`src/rtl/olqf_pkg.sv`:
```
// ----------------------------------------------------------------------------
// olqf_pkg
// Types, constants and fixed-point helpers shared by the online line and
// quadratic fit unit.
// ----------------------------------------------------------------------------
package olqf_pkg;

  localparam int SAMPLE_W = 16;
  localparam int COEF_W   = 32;
  localparam int RATE_W   = 25;
  localparam int ACC_W    = 41;
  localparam int PROD_W   = 64;
  localparam int SAMPLE_FRAC = 12;
  localparam int COEF_FRAC   = 24;

  typedef logic signed [SAMPLE_W-1:0] sample_t;
  typedef logic signed [COEF_W-1:0]   coef_t;
  typedef logic signed [ACC_W-1:0]    acc_t;
  typedef logic signed [PROD_W-1:0]   prod_t;
  typedef logic [RATE_W-1:0]          rate_t;

  localparam rate_t RATE_RESET = 25'd1677722;
  localparam coef_t COEF_ZERO  = 32'sd0;
  localparam coef_t COEF_ONE   = 32'sd16777216;
  localparam coef_t COEF_MAX   = 32'sh7fffffff;
  localparam coef_t COEF_MIN   = 32'sh80000000;
  localparam prod_t HALF_SAMPLE = 64'sd2048;
  localparam prod_t HALF_COEF   = 64'sd8388608;

  // operand pair fed to the shared multiplier
  typedef enum logic [3:0] {
    MUL_IDLE,
    MUL_XX,
    MUL_SLOPE_X,
    MUL_SQUARE_X2,
    MUL_LINEAR_X,
    MUL_RATE_E1,
    MUL_RATE_E2,
    MUL_G1_X,
    MUL_G2_X2,
    MUL_G2_X
  } mul_sel_t;

  // what the datapath does with the registered product
  typedef enum logic [3:0] {
    WB_NONE,
    WB_X2,
    WB_ACC1,
    WB_ACC2_E1,
    WB_ACC2_ADD,
    WB_G1_E2,
    WB_OFFSET,
    WB_G2,
    WB_SLOPE_CONST,
    WB_SQUARE,
    WB_LINEAR
  } wb_sel_t;

  typedef struct packed {
    logic     capture;
    mul_sel_t mul_sel;
    wb_sel_t  wb_sel;
    logic     out_load;
  } cmd_t;

  typedef struct packed {
    coef_t line_error;
    coef_t quad_error;
    coef_t line_slope;
    coef_t line_offset;
    coef_t quad_square;
    coef_t quad_linear;
    coef_t quad_const;
  } res_t;

  function automatic coef_t sat_coef(input acc_t v);
    coef_t r;
    if (v[ACC_W-1:COEF_W-1] == '0 || v[ACC_W-1:COEF_W-1] == '1) begin
      r = v[COEF_W-1:0];
    end else if (v[ACC_W-1]) begin
      r = COEF_MIN;
    end else begin
      r = COEF_MAX;
    end
    return r;
  endfunction

  // round half up, drop sample fraction bits
  function automatic acc_t rnd_sample(input prod_t v);
    prod_t t;
    t = (v + HALF_SAMPLE) >>> SAMPLE_FRAC;
    return t[ACC_W-1:0];
  endfunction

  // round half up, drop coefficient fraction bits
  function automatic acc_t rnd_coef(input prod_t v);
    prod_t t;
    t = (v + HALF_COEF) >>> COEF_FRAC;
    return t[ACC_W-1:0];
  endfunction

endpackage

```
`src/rtl/olqf_dp.sv`:
```
// ----------------------------------------------------------------------------
// olqf_dp
// Datapath: shared 32x32 multiplier with registered product, coefficient
// state, error and gradient registers, and the result register.
// ----------------------------------------------------------------------------
module olqf_dp (
  input  logic             clk,
  input  logic             rst_n,
  input  olqf_pkg::cmd_t   cmd,
  input  olqf_pkg::sample_t in_x,
  input  olqf_pkg::sample_t in_y,
  input  logic             cfg_wr,
  input  olqf_pkg::rate_t  cfg_rate,
  output olqf_pkg::res_t   res
);
  import olqf_pkg::*;

  rate_t   rate_r, rate_nxt;
  coef_t   line_slope_r, line_slope_nxt;
  coef_t   line_offset_r, line_offset_nxt;
  coef_t   quad_square_r, quad_square_nxt;
  coef_t   quad_linear_r, quad_linear_nxt;
  coef_t   quad_const_r, quad_const_nxt;

  sample_t x_r, x_nxt;
  sample_t y_r, y_nxt;
  coef_t   x2_r, x2_nxt;
  acc_t    acc1_r, acc1_nxt;
  acc_t    acc2_r, acc2_nxt;
  coef_t   e1_r, e1_nxt;
  coef_t   e2_r, e2_nxt;
  coef_t   g1_r, g1_nxt;
  coef_t   g2_r, g2_nxt;
  prod_t   prod_r, prod_nxt;
  res_t    res_r, res_nxt;

  coef_t   op_a, op_b, x_ext;
  acc_t    y24;

  assign x_ext = coef_t'(x_r);
  assign y24   = acc_t'(y_r) <<< (COEF_FRAC - SAMPLE_FRAC);

  always_comb begin
    unique case (cmd.mul_sel)
      MUL_XX:        begin op_a = x_ext;         op_b = x_ext; end
      MUL_SLOPE_X:   begin op_a = line_slope_r;  op_b = x_ext; end
      MUL_SQUARE_X2: begin op_a = quad_square_r; op_b = x2_r;  end
      MUL_LINEAR_X:  begin op_a = quad_linear_r; op_b = x_ext; end
      MUL_RATE_E1:   begin op_a = coef_t'(rate_r); op_b = e1_r; end
      MUL_RATE_E2:   begin op_a = coef_t'(rate_r); op_b = e2_r; end
      MUL_G1_X:      begin op_a = g1_r;          op_b = x_ext; end
      MUL_G2_X2:     begin op_a = g2_r;          op_b = x2_r;  end
      MUL_G2_X:      begin op_a = g2_r;          op_b = x_ext; end
      default:       begin op_a = COEF_ZERO;     op_b = COEF_ZERO; end
    endcase
    prod_nxt = prod_t'(op_a) * prod_t'(op_b);
  end

  always_comb begin
    x_nxt           = cmd.capture ? in_x : x_r;
    y_nxt           = cmd.capture ? in_y : y_r;
    rate_nxt        = cfg_wr ? cfg_rate : rate_r;
    x2_nxt          = x2_r;
    acc1_nxt        = acc1_r;
    acc2_nxt        = acc2_r;
    e1_nxt          = e1_r;
    e2_nxt          = e2_r;
    g1_nxt          = g1_r;
    g2_nxt          = g2_r;
    line_slope_nxt  = line_slope_r;
    line_offset_nxt = line_offset_r;
    quad_square_nxt = quad_square_r;
    quad_linear_nxt = quad_linear_r;
    quad_const_nxt  = quad_const_r;
    unique case (cmd.wb_sel)
      WB_NONE: ;
      WB_X2:   x2_nxt = prod_r[COEF_W-1:0];
      WB_ACC1: acc1_nxt = rnd_sample(prod_r) + acc_t'(line_offset_r);
      WB_ACC2_E1: begin
        acc2_nxt = rnd_coef(prod_r) + acc_t'(quad_const_r);
        e1_nxt   = sat_coef(y24 - acc1_r);
      end
      WB_ACC2_ADD: acc2_nxt = acc2_r + rnd_sample(prod_r);
      WB_G1_E2: begin
        // gradient keeps the factor of two
        g1_nxt = sat_coef(rnd_coef(prod_r <<< 1));
        e2_nxt = sat_coef(y24 - acc2_r);
      end
      WB_OFFSET: line_offset_nxt = sat_coef(acc_t'(line_offset_r) + acc_t'(g1_r));
      WB_G2:     g2_nxt = sat_coef(rnd_coef(prod_r <<< 1));
      WB_SLOPE_CONST: begin
        line_slope_nxt = sat_coef(acc_t'(line_slope_r) + rnd_sample(prod_r));
        quad_const_nxt = sat_coef(acc_t'(quad_const_r) + acc_t'(g2_r));
      end
      WB_SQUARE: quad_square_nxt = sat_coef(acc_t'(quad_square_r) + rnd_coef(prod_r));
      WB_LINEAR: quad_linear_nxt = sat_coef(acc_t'(quad_linear_r) + rnd_sample(prod_r));
      default: ;
    endcase
  end

  always_comb begin
    res_nxt = res_r;
    if (cmd.out_load) begin
      res_nxt.line_error  = e1_r;
      res_nxt.quad_error  = e2_r;
      res_nxt.line_slope  = line_slope_r;
      res_nxt.line_offset = line_offset_r;
      res_nxt.quad_square = quad_square_r;
      res_nxt.quad_linear = quad_linear_r;
      res_nxt.quad_const  = quad_const_r;
    end
  end

  always_ff @(posedge clk) begin
    if (!rst_n) begin
      rate_r        <= RATE_RESET;
      line_slope_r  <= COEF_ZERO;
      line_offset_r <= COEF_ZERO;
      quad_square_r <= COEF_ONE;
      quad_linear_r <= COEF_ONE;
      quad_const_r  <= COEF_ONE;
    end else begin
      rate_r        <= rate_nxt;
      line_slope_r  <= line_slope_nxt;
      line_offset_r <= line_offset_nxt;
      quad_square_r <= quad_square_nxt;
      quad_linear_r <= quad_linear_nxt;
      quad_const_r  <= quad_const_nxt;
    end
  end

  always_ff @(posedge clk) begin
    x_r    <= x_nxt;
    y_r    <= y_nxt;
    x2_r   <= x2_nxt;
    acc1_r <= acc1_nxt;
    acc2_r <= acc2_nxt;
    e1_r   <= e1_nxt;
    e2_r   <= e2_nxt;
    g1_r   <= g1_nxt;
    g2_r   <= g2_nxt;
    prod_r <= prod_nxt;
    res_r  <= res_nxt;
  end

  assign res = res_r;

endmodule

```
`config.mk`:
```
export PLATFORM = sky130hd
export DESIGN_NAME = olqf_dp
export DESIGN_NICKNAME = d
export VERILOG_FILES = /design/src/rtl/olqf_pkg.sv /design/src/rtl/olqf_dp.sv
export SDC_FILE = /design/constraint.sdc
export NUM_CORES = 2
export LEC_CHECK = 0
export BUFFER_PORTS_ARGS = -buffer_cell sky130_fd_sc_hd__buf_2
export CAP_MARGIN = 20
export CORE_MARGIN = 2
export CORE_UTILIZATION = 40
export CTS_BUF_LIST = sky130_fd_sc_hd__clkbuf_4 sky130_fd_sc_hd__clkbuf_8
export DETAILED_ROUTE_END_ITERATION = 16
export SYNTH_ARGS = -nofsm -noshare
export SYNTH_HDL_FRONTEND = slang
export SYNTH_SLANG_ARGS = --single-unit
```
`constraint.sdc`:
```
create_clock -name clk -period 21.8 [get_ports clk]
set_input_delay 2.18 -clock clk [delete_from_list [all_inputs] [get_ports clk]]
set_output_delay 2.18 -clock clk [all_outputs]
set_load 0.1 [all_outputs]
```
* Yosys cells after proc, flatten, opt, wreduce, memory -nomap -nowiden
Index checks and enable logic that the tools add are counted.
** Storage, ports and cells
- Bits in registers :: 747
- Input bits :: 70
- Word-level logic and storage cells :: 104
** Cells by class
- $add $sub $neg :: 13
- $mul :: 1
- Eq/ne operators :: 27
- Muxes and demuxes :: 19
- Reductions and logical operators :: 21
** Operators by type and width (count)
- 32-bit two-way mux :: 16
- 32-bit case mux with 7 select lines :: 1
- 64-bit by 25-bit adder with 64-bit output (second input constant) :: 2
- 32-bit case mux with 4 select lines :: 1
- 32-bit by 41-bit adder with 41-bit output :: 2
- 41-bit case mux with 2 select lines :: 1
- 28-bit by 41-bit subtractor with 41-bit output :: 2
- 10-bit equality test (second input constant) :: 8
- 10-bit logical NOT :: 8
- 32-bit by 32-bit adder with 33-bit output :: 2
- 32-bit by 32-bit multiplier with 64-bit output :: 1
- 53-bit by 13-bit adder with 53-bit output (second input constant) :: 1
- 32-bit by 40-bit adder with 41-bit output :: 1
- 40-bit by 32-bit adder with 41-bit output :: 1
- 41-bit by 32-bit adder with 41-bit output :: 1
- 41-bit adder :: 1
- 4-bit by 3-bit equality test with 1-bit output (second input constant) :: 8
- 4-bit equality test (second input constant) :: 5
- 4-bit by 2-bit equality test with 1-bit output (second input constant) :: 4
- 4-bit by 1-bit equality test with 1-bit output (second input constant) :: 2
- 1-bit logical OR :: 8
- 2-bit OR reduction :: 3
- 5-bit OR reduction :: 1
- 2-bit nonzero test :: 1

* Logic depth before layout (Yosys ltp)
- Depth after elaboration :: 5
- Depth in mapped cells :: 38
- Mapped depth without buffers :: 35

* Worst setup path before layout
No wires, ideal clock.
- Kind :: input port to flip-flop
- From :: in cmd[7] (netlist name)
- To :: reg prod_r[57]
- Library setup time :: 0.125 ns
- Arrival time :: 10.925 ns
- Slack :: 10.750 ns
- Stages on the path :: 35
- Buffers on the path :: 5
- Cell sequence :: clkbuf_1 > nor3b_1 > a21o_1 > clkbuf_1 > clkbuf_1 > nand2_1 > nand3_1 > clkbuf_1 > buf_1 > nand2_1 > fa_1 > inv_1 > fa_1 > inv_1 > fa_1 > fa_1 > inv_1 > fa_1 > fa_1 > fa_1 > inv_1 > fa_1 > inv_1 > ha_1 > a21o_1 > a21oi_1 > o21ai_0 > a311oi_1 > o31ai_1 > a311oi_1 > o2111ai_1 > a21oi_1 > o21bai_1 > a21oi_1 > xnor2_1
** On the way
- Word-level cells in the longest chain between the ends :: 4
** RTL lines
- start, declared :: RTL line olqf_dp.sv:9 : input olqf_pkg::cmd_t cmd,
- 4-bit equality test (tied with other cells) :: RTL line olqf_dp.sv:44 : unique case (cmd.mul_sel)
- 5-bit OR reduction (no source line) / 2-bit OR reduction (equally long branches)
- 32-bit case mux with 4 select lines / 32-bit case mux with 7 select lines (equally long branches) :: RTL line olqf_dp.sv:44
- 32-bit by 32-bit multiplier with 64-bit output * :: RTL line olqf_dp.sv:56 : prod_nxt = prod_t'(op_a) * prod_t'(op_b);
- named net prod_nxt[57] :: RTL line olqf_dp.sv:34 : prod_t prod_r, prod_nxt;
- end signal, assigned :: RTL line olqf_dp.sv:142 : prod_r <= prod_nxt;
- end, declared :: RTL line olqf_dp.sv:34
The timed path passes the listed nets; every way through them passes the cells marked *.
A chain may end at the register's enable or synchronous reset.

* Worst setup path in the final report
- From :: in cmd[8] (netlist name)
- To :: reg prod_r[59]
Same word-level chain as after synthesis.

==> flow_summary_export.csv <==
group,metric,value,unit
timing,rsz0062_at_grt,"no",
global_route,grt.total_usage,32.2,%
die,io_pins,294,
route,drt_first_iter_violations,7622,
clock_network,ctsLongestPathBuffers,3,
timing,period_minus_slack,12.37,ns
route,vias_per_cell,5.86,
global_route,pin_count_of_the_biggest_net_entering_global_routing,97,
synthesis,postSynth.topFlopCell,"edfxtp_1",
synthesis,synth.yosys.warnings,0,
final_layout,syn_to_final_growth,10.0,%
placement,place.port_buffers,293,
clock_network,cts_inserted_buffers,142,
timing,relSlewSlack,15.9,%
clock_network,insertion_delay,0.98,ns
setup_path,delay_heaviest_family_cp,"adder cells",
setup_path,cp_slowest_stage_delay,1.15,ns
clock_network,ctsRootBufferMaster,"clkbuf_8",
synthesis,synth_common_cells,"1,180 x inv_1, 1,090 x fa_1, 956 x nand2_1",
clock_network,htreeDepth,4,
timing,hold_viol,0,
synthesis,synth_top_cell_area_share,26.5,%
timing,worst-slew-pin-transition,1.26,ns
clock_network,post_cts.repair.setup_buffers,0,
synthesis,synth-seq-area-share,24.2,%
die,initial_utilization,40.2,%
global_route,wire_length_of_the_first_global_routing_pass,487,mm
setup_path,setup.worst_path.start,"cmd[8]",
setup_path,critPathRequiredTime,22.56,ns
synthesis,post-synth-top-count-cell,"inv_1",
timing,holdWs,0.398,ns
timing,finalSetupTns,0,ns
final_layout,layout.core_utilization,44.3,%
synthesis,mappedNetlistNets,10500,
final_layout,final_layout_size_suffix_gt1_share,9.45,%
clock_network,tritoncts,"done",
route,post_drt_wl_per_cell,28.7,um
clock_network,cts.reportedPaths.clkPinSlew,0.06,ns
setup_path,crit_type,"input pin to register",
setup_path,timing.rr.start,"e2_r[25]$_DFFE_PN_",
synthesis,postSynthCellCount,8798,
placement,gp_routability_congestion,1.01,
clock_network,cts.sinks,747,
synthesis,synth.ff_latch_count,747,
placement,detailedPlacementHpwl,270,mm
power_and_ir_drop,power,11.2,mW
clock_network,cts_hold_buffers,0,
timing,fin_skew,0.123,ns
setup_path,critical_path.endpoint_type,"register",
final_layout,finish.net_count,10700,
die,rows,166,
synthesis,synth_area,82300,um2
setup_path,worst-path-buf-inv,3,
setup_path,worst_path_most_repeated_cell,"fa_1",
die,fp.coreArea,205000,um2
run,cap_violations,0,
min_path,worstHoldPathType,"register to register",
route,finalWirelength,340,mm
synthesis,number_of_enable_type_register_cells_in_the_synthesized_netlist,498,
outcome,run_status,"completed",
timing,min_period_over_period,56.7,%
die,floorplan.die_area,209000,um2
setup_path,worst_path_max_delay_cell,"nand3_2",
global_route,grt-ovfl-total,0,
min_path,hold_path_startpoint,"prod_r[6]$_DFF_P_",
clock_network,cts_resized,0,
synthesis,synth_async_sr_flop_share,0,%
die,die_w,458,um
final_layout,finish.instance_area,90600,um2
route,ant_nets,0,
synthesis,synth.avg_cell_area,9.36,um2
timing,final_max_slew_viol_count,0,
route,remaining_drc_errors,0,
timing,report.final.setup_viol,0,
setup_path,critPathMaxFanout,32,
setup_path,arrival,13.13,ns
power_and_ir_drop,leakage_power,41.3,nW
placement,post_place_cell_area,87200,um2
power_and_ir_drop,power_per_cell_area,124,nW/um2
synthesis,synth_area_leaders,"fa_1 27%, edfxtp_1 18%, ha_1 8.3%",
synthesis,post_synth_num_cell_types,112,
final_layout,fillerInstances,19800,
route,number_of_detailed_routing_iterations_run_before_antenna_repair,14,
route,num_vias,69400,
power_and_ir_drop,worst_vdd_rail_ir_drop,0.170,mV
global_route,vias_in_the_first_global_route,68800,
die,die_h,458,um
timing,maximum_clock_rate,0.0808,GHz
setup_path,worstSetupStartpointType,"input pin",
synthesis,synth_top_cell_by_area,"fa_1",
global_route,grt_antenna_before_repair,42,
==> kinds of logic after synthesis <==
family | share of synthesized area (%)
flops | 24.2
simple gates | 13.1
mux | 0.407
xor+xnor | 5.66
compound gates | 14.4
buf+inv | 7.33
fa+ha+maj | 34.9
==> where the power goes <==
group | internal [mW] | total (mW) | switching, mW
Sequential | 1.78 | 2.05 | 0.277
Clock | 0.943 | 1.64 | 0.700
Combinational | 2.66 | 7.50 | 4.84
==> sequential cells by signal, indices dropped and copies added, names as in the netlist <==
name / flops
y_r: 16
x_r: 16
line_offset_r: 32
line_slope_r: 32
e1_r: 32
g1_r: 32
quad_square_r: 32
res: 224
quad_linear_r: 32
x2_r: 32
g2_r: 32
prod_r: 64
e2_r: 32
quad_const_r: 32
acc1_r: 41
acc2_r: 41
rate_r: 25
==> path summary, 6_finish.rpt <==
| check | depth (start not counted) | slack, ns | endpoint |
|---|---|---|---|
| worst max-delay path | 29 | 9.43 | prod_r[59]$_DFF_P_ |
| worst min register to register | 0 | 0.40 | x2_r[6]$_DFFE_PN_ |
| worst max register to register | 25 | 11.54 | prod_r[59]$_DFF_P_ |
| worst min-delay path | 0 | 0.40 | x2_r[6]$_DFFE_PN_ |
==> stage by stage <==
| stage | setup WS (ns) | std cells |
|---|---|---|
| 2_1_floorplan | 10.75 | 8798 |
| 3_3_place_gp | 7.97 | 11500 |
| 3_5_place_dp | 8.10 | 11600 |
| 4_1_cts | 9.02 | 11800 |
| 5_1_grt | 9.21 | 11800 |
| 6_report | 9.43 | 11800 |
==> layout by cell type, fill, tap and decap left out, drive strengths merged, types with 64 or more instances in the layout <==
cell type,n
nor3,110
a21oi,541
ha,549
nor2b,64
nand3,110
inv,1189
o21ai,394
clkbuf,191
o21a,114
and3,75
xnor2,326
dfxtp,249
fa,1090
edfxtp,498
buf,473
xor2,205
a21o,222
nor2,801
a211oi,82
nand2,957
nand4,81
==> area by class of cell <==
| cell class | count | area (um2) | share of cell area, % |
|---|---|---|---|
| Multi-Input combinational cell | 6466 | 56600 | 62.5 |
| Sequential cell | 747 | 19900 | 22.0 |
| Inverter | 1181 | 4430 | 4.89 |
| Tap cell | 2688 | 3360 | 3.71 |
| Timing Repair Buffer | 474 | 2900 | 3.20 |
| Clock buffer | 190 | 2400 | 2.64 |
| Clock inverter | 75 | 902 | 0.996 |
| Antenna cell | 17 | 42.5 | 0.0470 |
==> routing by layer <==
metal | GRT usage [%] | wire, um
met5 | 0 | 238
met2 | 47.2 | 144000
met4 | 19.4 | 23900
met1 | 43.0 | 137000
met3 | 7.98 | 34700
==> worst register-to-register path: cells and delay by family (launching register included) <==
kind	cells	cell delay, ns
AO/OA/AOI/OAI	12	3.39
XOR/XNOR	1	0.14
adder cells (fa/ha/maj)	9	4.48
buffers and inverters	1	0.09
flip-flops	1	0.50
AND/OR/NAND/NOR	2	1.51
(Power assumes the default switching activity.)
