## config.mk

```make
export PLATFORM = sky130hd
export DESIGN_NAME = olqf_ctrl
export DESIGN_NICKNAME = d
export VERILOG_FILES = /design/src/rtl/olqf_pkg.sv /design/src/rtl/olqf_ctrl.sv
export SDC_FILE = /design/constraint.sdc
export NUM_CORES = 1
export LEC_CHECK = 0
export ABC_CLOCK_PERIOD_IN_PS = 2900
export BUFFER_PORTS_ARGS = -buffer_cell sky130_fd_sc_hd__clkbuf_2
export CORE_ASPECT_RATIO = 0.9
export CORE_MARGIN = 4
export CORE_UTILIZATION = 58
export DETAILED_ROUTE_END_ITERATION = 12
export PLACE_DENSITY = 0.86
export SKIP_CTS_REPAIR_TIMING = 1
export SLEW_MARGIN = 20
export SYNTH_ARGS = -nofsm -noshare
export SYNTH_HDL_FRONTEND = slang
export SYNTH_SLANG_ARGS = --single-unit
```

## constraint.sdc

```tcl
create_clock -name clk -period 2.9 [get_ports clk]
set_input_delay 0 -clock clk [delete_from_list [all_inputs] [get_ports clk]]
set_output_delay 0 -clock clk [all_outputs]
set_load 0.02 [all_outputs]
```

## src/rtl/olqf_pkg.sv

```systemverilog
// ----------------------------------------------------------------------------
// olqf_pkg
// Types, constants and fixed-point helpers shared by the online line and
// quadratic fit unit.
// ----------------------------------------------------------------------------
package olqf_pkg;

  localparam int SAMPLE_W = 16;
  localparam int COEF_W   = 32;
  localparam int RATE_W   = 25;
  localparam int ACC_W    = 41;
  localparam int PROD_W   = 64;
  localparam int SAMPLE_FRAC = 12;
  localparam int COEF_FRAC   = 24;

  typedef logic signed [SAMPLE_W-1:0] sample_t;
  typedef logic signed [COEF_W-1:0]   coef_t;
  typedef logic signed [ACC_W-1:0]    acc_t;
  typedef logic signed [PROD_W-1:0]   prod_t;
  typedef logic [RATE_W-1:0]          rate_t;

  localparam rate_t RATE_RESET = 25'd1677722;
  localparam coef_t COEF_ZERO  = 32'sd0;
  localparam coef_t COEF_ONE   = 32'sd16777216;
  localparam coef_t COEF_MAX   = 32'sh7fffffff;
  localparam coef_t COEF_MIN   = 32'sh80000000;
  localparam prod_t HALF_SAMPLE = 64'sd2048;
  localparam prod_t HALF_COEF   = 64'sd8388608;

  // operand pair fed to the shared multiplier
  typedef enum logic [3:0] {
    MUL_IDLE,
    MUL_XX,
    MUL_SLOPE_X,
    MUL_SQUARE_X2,
    MUL_LINEAR_X,
    MUL_RATE_E1,
    MUL_RATE_E2,
    MUL_G1_X,
    MUL_G2_X2,
    MUL_G2_X
  } mul_sel_t;

  // what the datapath does with the registered product
  typedef enum logic [3:0] {
    WB_NONE,
    WB_X2,
    WB_ACC1,
    WB_ACC2_E1,
    WB_ACC2_ADD,
    WB_G1_E2,
    WB_OFFSET,
    WB_G2,
    WB_SLOPE_CONST,
    WB_SQUARE,
    WB_LINEAR
  } wb_sel_t;

  typedef struct packed {
    logic     capture;
    mul_sel_t mul_sel;
    wb_sel_t  wb_sel;
    logic     out_load;
  } cmd_t;

  typedef struct packed {
    coef_t line_error;
    coef_t quad_error;
    coef_t line_slope;
    coef_t line_offset;
    coef_t quad_square;
    coef_t quad_linear;
    coef_t quad_const;
  } res_t;

  function automatic coef_t sat_coef(input acc_t v);
    coef_t r;
    if (v[ACC_W-1:COEF_W-1] == '0 || v[ACC_W-1:COEF_W-1] == '1) begin
      r = v[COEF_W-1:0];
    end else if (v[ACC_W-1]) begin
      r = COEF_MIN;
    end else begin
      r = COEF_MAX;
    end
    return r;
  endfunction

  // round half up, drop sample fraction bits
  function automatic acc_t rnd_sample(input prod_t v);
    prod_t t;
    t = (v + HALF_SAMPLE) >>> SAMPLE_FRAC;
    return t[ACC_W-1:0];
  endfunction

  // round half up, drop coefficient fraction bits
  function automatic acc_t rnd_coef(input prod_t v);
    prod_t t;
    t = (v + HALF_COEF) >>> COEF_FRAC;
    return t[ACC_W-1:0];
  endfunction

endpackage

```

## src/rtl/olqf_ctrl.sv

```systemverilog
// ----------------------------------------------------------------------------
// olqf_ctrl
// Sequencer: steps one sample through the shared multiplier and the
// writeback ops, then hands the result to the output register.
// ----------------------------------------------------------------------------
module olqf_ctrl (
  input  logic           clk,
  input  logic           rst_n,
  input  logic           in_valid,
  output logic           in_ready,
  output logic           out_valid,
  input  logic           out_ready,
  output olqf_pkg::cmd_t cmd
);
  import olqf_pkg::*;

  typedef enum logic [12:0] {
    S_IDLE = 13'b0000000000001,
    S_X2   = 13'b0000000000010,
    S_P1   = 13'b0000000000100,
    S_Q    = 13'b0000000001000,
    S_L    = 13'b0000000010000,
    S_G1   = 13'b0000000100000,
    S_E2   = 13'b0000001000000,
    S_G2   = 13'b0000010000000,
    S_U1   = 13'b0000100000000,
    S_U2   = 13'b0001000000000,
    S_U3   = 13'b0010000000000,
    S_U4   = 13'b0100000000000,
    S_DONE = 13'b1000000000000
  } state_t;

  state_t state_r, state_nxt;
  logic   out_full_r, out_full_nxt;
  logic   slot_free;

  assign in_ready  = (state_r == S_IDLE);
  assign out_valid = out_full_r;
  assign slot_free = !out_full_r || out_ready;

  always_comb begin
    state_nxt    = state_r;
    cmd.capture  = 1'b0;
    cmd.mul_sel  = MUL_IDLE;
    cmd.wb_sel   = WB_NONE;
    cmd.out_load = 1'b0;
    unique case (state_r)
      S_IDLE: begin
        cmd.capture = in_valid;
        if (in_valid) state_nxt = S_X2;
      end
      S_X2: begin cmd.mul_sel = MUL_XX;        state_nxt = S_P1; end
      S_P1: begin
        cmd.mul_sel = MUL_SLOPE_X;   cmd.wb_sel = WB_X2;       state_nxt = S_Q;
      end
      S_Q: begin
        cmd.mul_sel = MUL_SQUARE_X2; cmd.wb_sel = WB_ACC1;     state_nxt = S_L;
      end
      S_L: begin
        cmd.mul_sel = MUL_LINEAR_X;  cmd.wb_sel = WB_ACC2_E1;  state_nxt = S_G1;
      end
      S_G1: begin
        cmd.mul_sel = MUL_RATE_E1;   cmd.wb_sel = WB_ACC2_ADD; state_nxt = S_E2;
      end
      S_E2: begin cmd.wb_sel = WB_G1_E2; state_nxt = S_G2; end
      S_G2: begin
        cmd.mul_sel = MUL_RATE_E2;   cmd.wb_sel = WB_OFFSET;   state_nxt = S_U1;
      end
      S_U1: begin
        cmd.mul_sel = MUL_G1_X;      cmd.wb_sel = WB_G2;       state_nxt = S_U2;
      end
      S_U2: begin
        cmd.mul_sel = MUL_G2_X2;     cmd.wb_sel = WB_SLOPE_CONST; state_nxt = S_U3;
      end
      S_U3: begin
        cmd.mul_sel = MUL_G2_X;      cmd.wb_sel = WB_SQUARE;   state_nxt = S_U4;
      end
      S_U4: begin cmd.wb_sel = WB_LINEAR; state_nxt = S_DONE; end
      S_DONE: begin
        // wait here until the output register can take the result
        if (slot_free) begin
          cmd.out_load = 1'b1;
          state_nxt    = S_IDLE;
        end
      end
      default: state_nxt = S_IDLE;
    endcase
  end

  always_comb begin
    out_full_nxt = out_full_r;
    if (cmd.out_load) begin
      out_full_nxt = 1'b1;
    end else if (out_ready) begin
      out_full_nxt = 1'b0;
    end
  end

  always_ff @(posedge clk) begin
    if (!rst_n) begin
      state_r    <= S_IDLE;
      out_full_r <= 1'b0;
    end else begin
      state_r    <= state_nxt;
      out_full_r <= out_full_nxt;
    end
  end

`ifndef NO_ASSERTIONS
  a_accept_starts: assert property (@(posedge clk) disable iff (!rst_n)
    (in_valid && in_ready) |=> (state_r == S_X2))
    else $error("accepted sample did not start the sequence");

  a_load_free: assert property (@(posedge clk) disable iff (!rst_n)
    cmd.out_load |-> (!out_full_r || out_ready))
    else $error("result loaded over an untaken result");

  a_load_then_idle: assert property (@(posedge clk) disable iff (!rst_n)
    cmd.out_load |=> (out_full_r && state_r == S_IDLE))
    else $error("result load did not mark output full and return to idle");

  a_no_capture_busy: assert property (@(posedge clk) disable iff (!rst_n)
    (state_r != S_IDLE) |-> !cmd.capture)
    else $error("sample captured while a sample is in flight");
`endif

endmodule

```

Yosys cells after proc, flatten, opt, wreduce, memory -nomap -nowiden
Index checks and enable logic that the tools add are counted.
{"block": "totals", "register_bits": 14, "out_inout_bits": 12, "in_bits": 4, "wordCells": 31}
{"block": "classes", "mux": 10, "n_reduce_logical": 4, "n_eq_ne": 15}
{"cell": "$pmux W13 S13", "count": 1}
{"cell": "$pmux W4 S10", "count": 1}
{"cell": "$pmux W4 S9", "count": 1}
{"cell": "$mux W13", "count": 2}
{"cell": "$eq A13 B1 Y1 const B", "count": 1}
{"cell": "$eq A13 B10 Y1 const B", "count": 1}
{"cell": "$eq A13 B11 Y1 const B", "count": 1}
{"cell": "$eq A13 B12 Y1 const B", "count": 1}
{"cell": "$eq A13 B13 Y1 const B", "count": 1}
{"cell": "$eq A13 B2 Y1 const B", "count": 1}
{"cell": "$eq A13 B3 Y1 const B", "count": 1}
{"cell": "$eq A13 B4 Y1 const B", "count": 1}
{"cell": "$eq A13 B5 Y1 const B", "count": 1}
{"cell": "$eq A13 B6 Y1 const B", "count": 1}
{"cell": "$eq A13 B7 Y1 const B", "count": 1}
{"cell": "$eq A13 B8 Y1 const B", "count": 1}
{"cell": "$eq A13 B9 Y1 const B", "count": 1}
{"cell": "$mux W1", "count": 5}
{"cell": "$ne A2 B2 Y1 const B", "count": 2}
{"cell": "$reduce_and A2 Y1", "count": 1}
{"cell": "$reduce_bool A2 Y1", "count": 1}
{"cell": "$logic_not A1 Y1", "count": 1}
{"cell": "$logic_or A1 B1 Y1", "count": 1}

Longest topological paths before layout
Gate-level depths: netlist of the first run.
{"block": "depth", "word_depth": 5, "depth_mapped": 6}

Worst setup path after synthesis of the first run
Ideal clock, no wire load.
{"block": "synth_timing", "kind": "register to register", "from": "reg state_r[5]", "to": "reg state_r[0]", "slack_ns": 0.962, "n_path_buf": 1, "stages_incl_launch_ff": 7, "t_arrival_ns": 1.824, "period_less_slack_ns": 1.938, "setup_ns": 0.114, "cell_sequence": "dfxtp_1 -> buf_4 -> nor4_4 -> nand2_1 -> nor4_2 -> a211oi_1 -> a21o_1"}
{"block": "synth_between", "elab_chain_len": 3, "word_cells_on_any_way": 17, "cone_classes": "15 x eq/ne; 1 x mux; 1 x reduce/logical"}
{"element": "start, declared", "line_no": "olqf_ctrl.sv:33", "source": "state_t state_r, state_nxt;"}
{"element": "start signal, assigned", "line_no": "olqf_ctrl.sv:104", "source": "state_r <= state_nxt;"}
{"element": "$eq A13 B13 Y1 or $eq A13 B1 Y1 (tied branches)", "line_no": "olqf_ctrl.sv:47", "source": "unique case (state_r)"}
{"element": "$ne A2 B2 Y1 (no source line)"}
{"element": "$reduce_and A2 Y1 (no source line)"}
Parallel ways exist; a longest one is shown, timed or not.
A chain may end at the register's enable or synchronous reset.

==> impl_metrics.toml, run 1 <==
[setup_path]
path_max_fanout = 7
cp_slowest_cell = "nor4_1"
cp-start-kind = "register"
cp.required_ns = 2.90
critPathKind = "reg2out"
crit_top_cell = "nand3_1"
crit_family = "simple AND/OR/NAND/NOR gates"
worstPathCellList = "nor4_1, nand3_1, nor2_1, nand3_1, o211ai_1, clkbuf_2"
cp_slowest_stage_delay_ns = 0.60
arrival_ns = 2.32
endpoint_kind = "output port"
cp_num_buf_inv = 1

[floorplanning]
die_w_um = 49.9
initial_core_util = 0.626
die-area_sq_um = 2280
core_sq_um = 1460
pin_count = 16
num_rows = 13
die_h_um = 45.7

[route]
via_per_inst = 6.18
wl_met1_um = 995
drtPass1Iterations = 4
ant_nets = 0
routed_wl_um = 2140
drtIter0Drc = 29
met3_length_um = 151
vias = 896
routed.top_layer = "met4"
wire_per_inst_um = 14.7
drc = 0
met2_length_um = 974

[power_and_ir_drop]
static-leakage-power_uw = 0.000418
powerDensity_nw_per_um2 = 452
peakVddDrop_mv = 0.483

[yosys]
ys_warn_count = 0
synth_edf_count = 0
yosys_register_bits = 14
synth_fp_nets = 121
synthCells = 117
synth_most_common_cell = "nor2_1"
yosysTopAreaCell = "dfxtp_1"
synth-seq-area-share = 0.306
syn_area_sq_um = 916
synth.area.top_cells = "dfxtp_1, nor2_1, nand3_1, nand2_1, xnor2_1"
synth-async-reset-ratio = 0
yosys.area.top_type_share = 0.306
synth_flop_cell = "dfxtp_1"
synthTopCellsByCount = "nor2_1, dfxtp_1, nand2_1"
ys_types = 41
avgSynthCellArea_sq_um = 7.83

[final_layout]
drive_above_1_share = 0.200
syn_to_final_growth_pct = 11.5
seq_area_sq_um = 280
diodes = 0
multi_input_area_sq_um = 576
fin_nets = 135
fill_cells = 132

[sta]
relSlewSlack = 0.574
hold_viol = 0
fmax_ghz = 0.431
post-route-period-util = 0.800
finalSetupViolCount = 0
period_needed_ns = 2.32
drv_slew = 0
tns_ns = 0
setup_ws_ns = 0.579
tightest_slew_ns = 0.633
grt_setup_unrepaired = "no"
whs_ns = 0.0591
skew_ns = 0.00141

[global_route]
grt_pass1_vias = 771
grt_start_max_net_pins = 12
antenna_found_initial = 0
grt_pass1_wl_um = 3530
overflow = 0
grt_usage = 0.205

[clock_tree]
cts.sinks = 14
cts.path.max_buffers = 2
htreeDepth = 1
clk_latency_ns = 0.29
root_buffer = "clkbuf_4"
cts_tree = "done"
clk_pin_slew_ns = 0.09
cts_buffers = 3

[placement]
place_ws_ns = 0.944
hpwlAfterDp_um = 1530
port_buffers = 15
gp_congestion = 0.946

[status]
status = "finished, final reports clean"

[min_path]
hp-class = "in2reg"

[run]
cap_violations = 0
power breakdown:
part	internal, uW	switching, uW	total, uW	leakage (uW)
sequential	198	8.96	207	0.000113
clock	76.5	70.0	147	0.0000210
combinational	41.1	66.7	108	0.000283
total	316	146	462	0.000418
final cells by class:
class / instances / area share
Tap cell: 15 / 0.0184
Clock buffer: 4 / 0.0355
Multi-Input combinational cell: 92 / 0.564
Sequential cell: 14 / 0.275
Inverter: 2 / 0.00735
Timing Repair Buffer: 18 / 0.100
cell usage in the layout (no fill, tap or decap), types with 2 or more instances in the layout:
master | netlist | routed
nor2_1 | 18 | 18
clkbuf_2 | 0 | 15
dfxtp_1 | 14 | 14
nand2_1 | 10 | 10
nand3_1 | 9 | 9
nor3_1 | 5 | 5
o21ai_0 | 4 | 4
xnor2_1 | 4 | 4
nor4_1 | 3 | 3
xor2_1 | 3 | 3
a211oi_1 | 3 | 3
nor4b_1 | 3 | 3
clkbuf_4 | 0 | 3
nand3b_1 | 2 | 2
inv_1 | 2 | 2
o211ai_1 | 2 | 2
or3_1 | 2 | 2
a21oi_1 | 2 | 2
o31ai_1 | 2 | 2
nand2b_1 | 2 | 2
dlygate4sd3_1 | 0 | 2
final timing paths:
check / startpoint / end / slack, ns / cells after the start
worst max-delay path: state_r[1]$_SDFFE_PN0P_ / cmd[5] / 0.58 / 6
worst min-delay path: out_ready / out_valid$_SDFFE_PN0P_ / 0.06 / 3
worst max register to register: state_r[1]$_SDFFE_PN0P_ / state_r[0]$_SDFFE_PN1P_ / 0.92 / 5
worst min register to register: state_r[1]$_SDFFE_PN0P_ / state_r[2]$_SDFFE_PN0P_ / 0.55 / 2
kinds of logic (layout without fill, tap and decap cells):
kind of cell | Yosys count | count (layout) | share of synthesized area
AOI/OAI and AO/OA | 19 | 19 | 0.143
xor gates and xnor gates | 7 | 7 | 0.0669
buffers and inverters | 11 | 24 | 0.0656
DFF | 14 | 14 | 0.306
and+or+nand+nor | 66 | 66 | 0.418
routing by layer:
| layer | track usage | vias to the layer above |
|---|---|---|
| met4 | 0.0387 | 0 |
| met5 | 0 | - |
| met3 | 0.0721 | 3 |
| met2 | 0.332 | 40 |
| met1 | 0.266 | 405 |
| li1 | - | 448 |
registers in the layout, indices dropped and copies added, names as in the netlist:
register and cells:
out_valid 1, state_r 13
stage by stage:
step                utilization  power, uW  area, sq um  cells
floorplan                     -        288          916    117
global placement          0.659        314          965    139
detailed placement        0.659        316          965    139
CTS                       0.684        460         1000    143
global route              0.697        484         1020    145
finish                    0.697        462         1020    145
worst min-delay path, cell delays in order:
cell and delay [ns]:
clkbuf_2 0.08, nor2b_1 0.05, o21a_1 0.18
No activity file was read; power rests on OpenSTA's default activity.
==> run 2: changes to the inputs <==
--- a/config.mk
+++ b/config.mk
@@ -5,13 +5,13 @@
 export SDC_FILE = /design/constraint.sdc
 export NUM_CORES = 1
 export LEC_CHECK = 0
-export ABC_CLOCK_PERIOD_IN_PS = 2900
+export ABC_CLOCK_PERIOD_IN_PS = 2300
 export BUFFER_PORTS_ARGS = -buffer_cell sky130_fd_sc_hd__clkbuf_2
 export CORE_ASPECT_RATIO = 0.9
 export CORE_MARGIN = 4
-export CORE_UTILIZATION = 58
+export CORE_UTILIZATION = 54
 export DETAILED_ROUTE_END_ITERATION = 12
-export PLACE_DENSITY = 0.86
+export PLACE_DENSITY = 0.81
 export SKIP_CTS_REPAIR_TIMING = 1
 export SLEW_MARGIN = 20
 export SYNTH_ARGS = -nofsm -noshare
==> constraint.sdc (replaced) <==
create_clock -name clk -period 2.3 [get_ports clk]
set_input_delay 0 -clock clk [delete_from_list [all_inputs] [get_ports clk]]
set_output_delay 0 -clock clk [all_outputs]
set_load 0.02 [all_outputs]
==> impl_metrics.toml, run 2 (same netlist as run 1, synthesis figures left out) <==
[sta]
period_needed_ns = 2.10
grt_setup_unrepaired = "no"
whs_ns = -0.00558
fmax_ghz = 0.476
relSlewSlack = 0.701
hold_viol = 1
post-route-period-util = 0.914
tightest_slew_ns = 0.446
finalSetupViolCount = 0
drv_slew = 0
skew_ns = 0.00344
tns_ns = 0

[setup_path]
ff2ff_path_depth = 5
arrival_ns = 2.10
r2r_slack_ns = 0.53
r2r_end = "state_r[0]$_SDFFE_PN1P_"
r2r-start = "state_r[10]$_SDFFE_PN0P_"
cp.required_ns = 2.30
endpoint_kind = "output port"
critPathKind = "reg2out"
cp-start-kind = "register"
path_max_fanout = 10

[power_and_ir_drop]
powerDensity_nw_per_um2 = 521
power_uw = 536
peakVddDrop_mv = 0.374
static-leakage-power_uw = 0.000417

[final_layout]
seq_area_sq_um = 280
syn_to_final_growth_pct = 12.2
drive_above_1_share = 0.215
multi_input_area_sq_um = 582
top_register = "state_r"
finish.instance_area_sq_um = 1030
layout_common_cells = "nor2_1, clkbuf_2, dfxtp_1"
final_common_cell = "nor2_1"
final_cells = 152
diodes = 0
fin_nets = 136
largest_reg_flops = 13
fill_cells = 149

[clock_tree]
cts_buffers = 3
cts.sinks = 14
htreeDepth = 1
clk_pin_slew_ns = 0.08
root_buffer = "clkbuf_4"
clk_latency_ns = 0.28
cts.path.max_buffers = 2
cts_tree = "done"

[floorplanning]
initial_core_util = 0.599
die-area_sq_um = 2420
num_rows = 13
core_sq_um = 1530
die_w_um = 51.4
pin_count = 16
die_h_um = 47.1

[status]
status = "finished with violations"
violations = "negative hold slack"

[route]
wire_per_inst_um = 13.5
routed_wl_um = 2060
drtPass1Iterations = 4
drtIter0Drc = 19
ant_nets = 0
via_per_inst = 5.80
vias = 881
drc = 0

[placement]
port_buffers = 15
gp_congestion = 0.862
hpwlAfterDp_um = 1500
dp_cells = 147
dpl_cell_area_sq_um = 981

[min_path]
worst_hold_path.endpoint = "state_r[1]$_SDFFE_PN0P_"
hp-class = "in2reg"
min_from = "in_valid"
min_path_cells = 2

[run]
cap_violations = 0

[global_route]
grt_pass1_vias = 769
grt_usage = 0.184
grt_pass1_wl_um = 3310
grt_start_max_net_pins = 12
antenna_found_initial = 0
overflow = 0
## run 2: report_power, final
part           switching (uW)  leakage [uW]  internal [uW]
clock                    77.7     0.0000138           60.9
combinational            82.8      0.000289           52.2
sequential               11.9      0.000113            250
## run 2: area by class of cell
class | count | share of cell area
multi-input cells | 92 | 0.566
well taps | 22 | 0.0268
flip-flops and latches | 14 | 0.273
inverters | 2 | 0.00731
clock buffers | 3 | 0.0219
repair buffers | 19 | 0.105
## run 2: worst max-delay path by stage
stage,cells past startpoint,slack [ns],start,to
2_1_floorplan,6,0.36,state_r[5]$_SDFFE_PN0P_,state_r[0]$_SDFFE_PN1P_
3_3_place_gp,5,0.32,state_r[1]$_SDFFE_PN0P_,cmd[5]
3_5_place_dp,5,0.39,state_r[1]$_SDFFE_PN0P_,cmd[5]
4_1_cts,5,0.06,state_r[1]$_SDFFE_PN0P_,cmd[5]
5_1_grt,6,0.09,state_r[10]$_SDFFE_PN0P_,cmd[5]
6_report,6,0.20,state_r[5]$_SDFFE_PN0P_,cmd[6]
## run 2: per-stage QoR
step | worst slack, ns | util
3_5_place_dp | 0.390 | 0.642
5_1_grt | 0.0907 | 0.672
4_1_cts | 0.0597 | 0.656
3_3_place_gp | 0.320 | 0.642
2_1_floorplan | 0.362 | -
6_report | 0.198 | 0.672
## run 2: metal layers
layer	share of wire	wire, um	track usage
met2	0.49	1010	0.310
met5	0	0	0
met4	0.011	23	0.0681
met1	0.44	908	0.230
met3	0.057	117	0.0476
## run 2: worst max-delay path: stages, from the launching register on
cell	delay, ns
dfxtp_1	0.43
nor4_4	0.28
buf_4	0.19
nand3_4	0.11
or4b_4	0.57
nand2_1	0.08
clkbuf_2	0.16
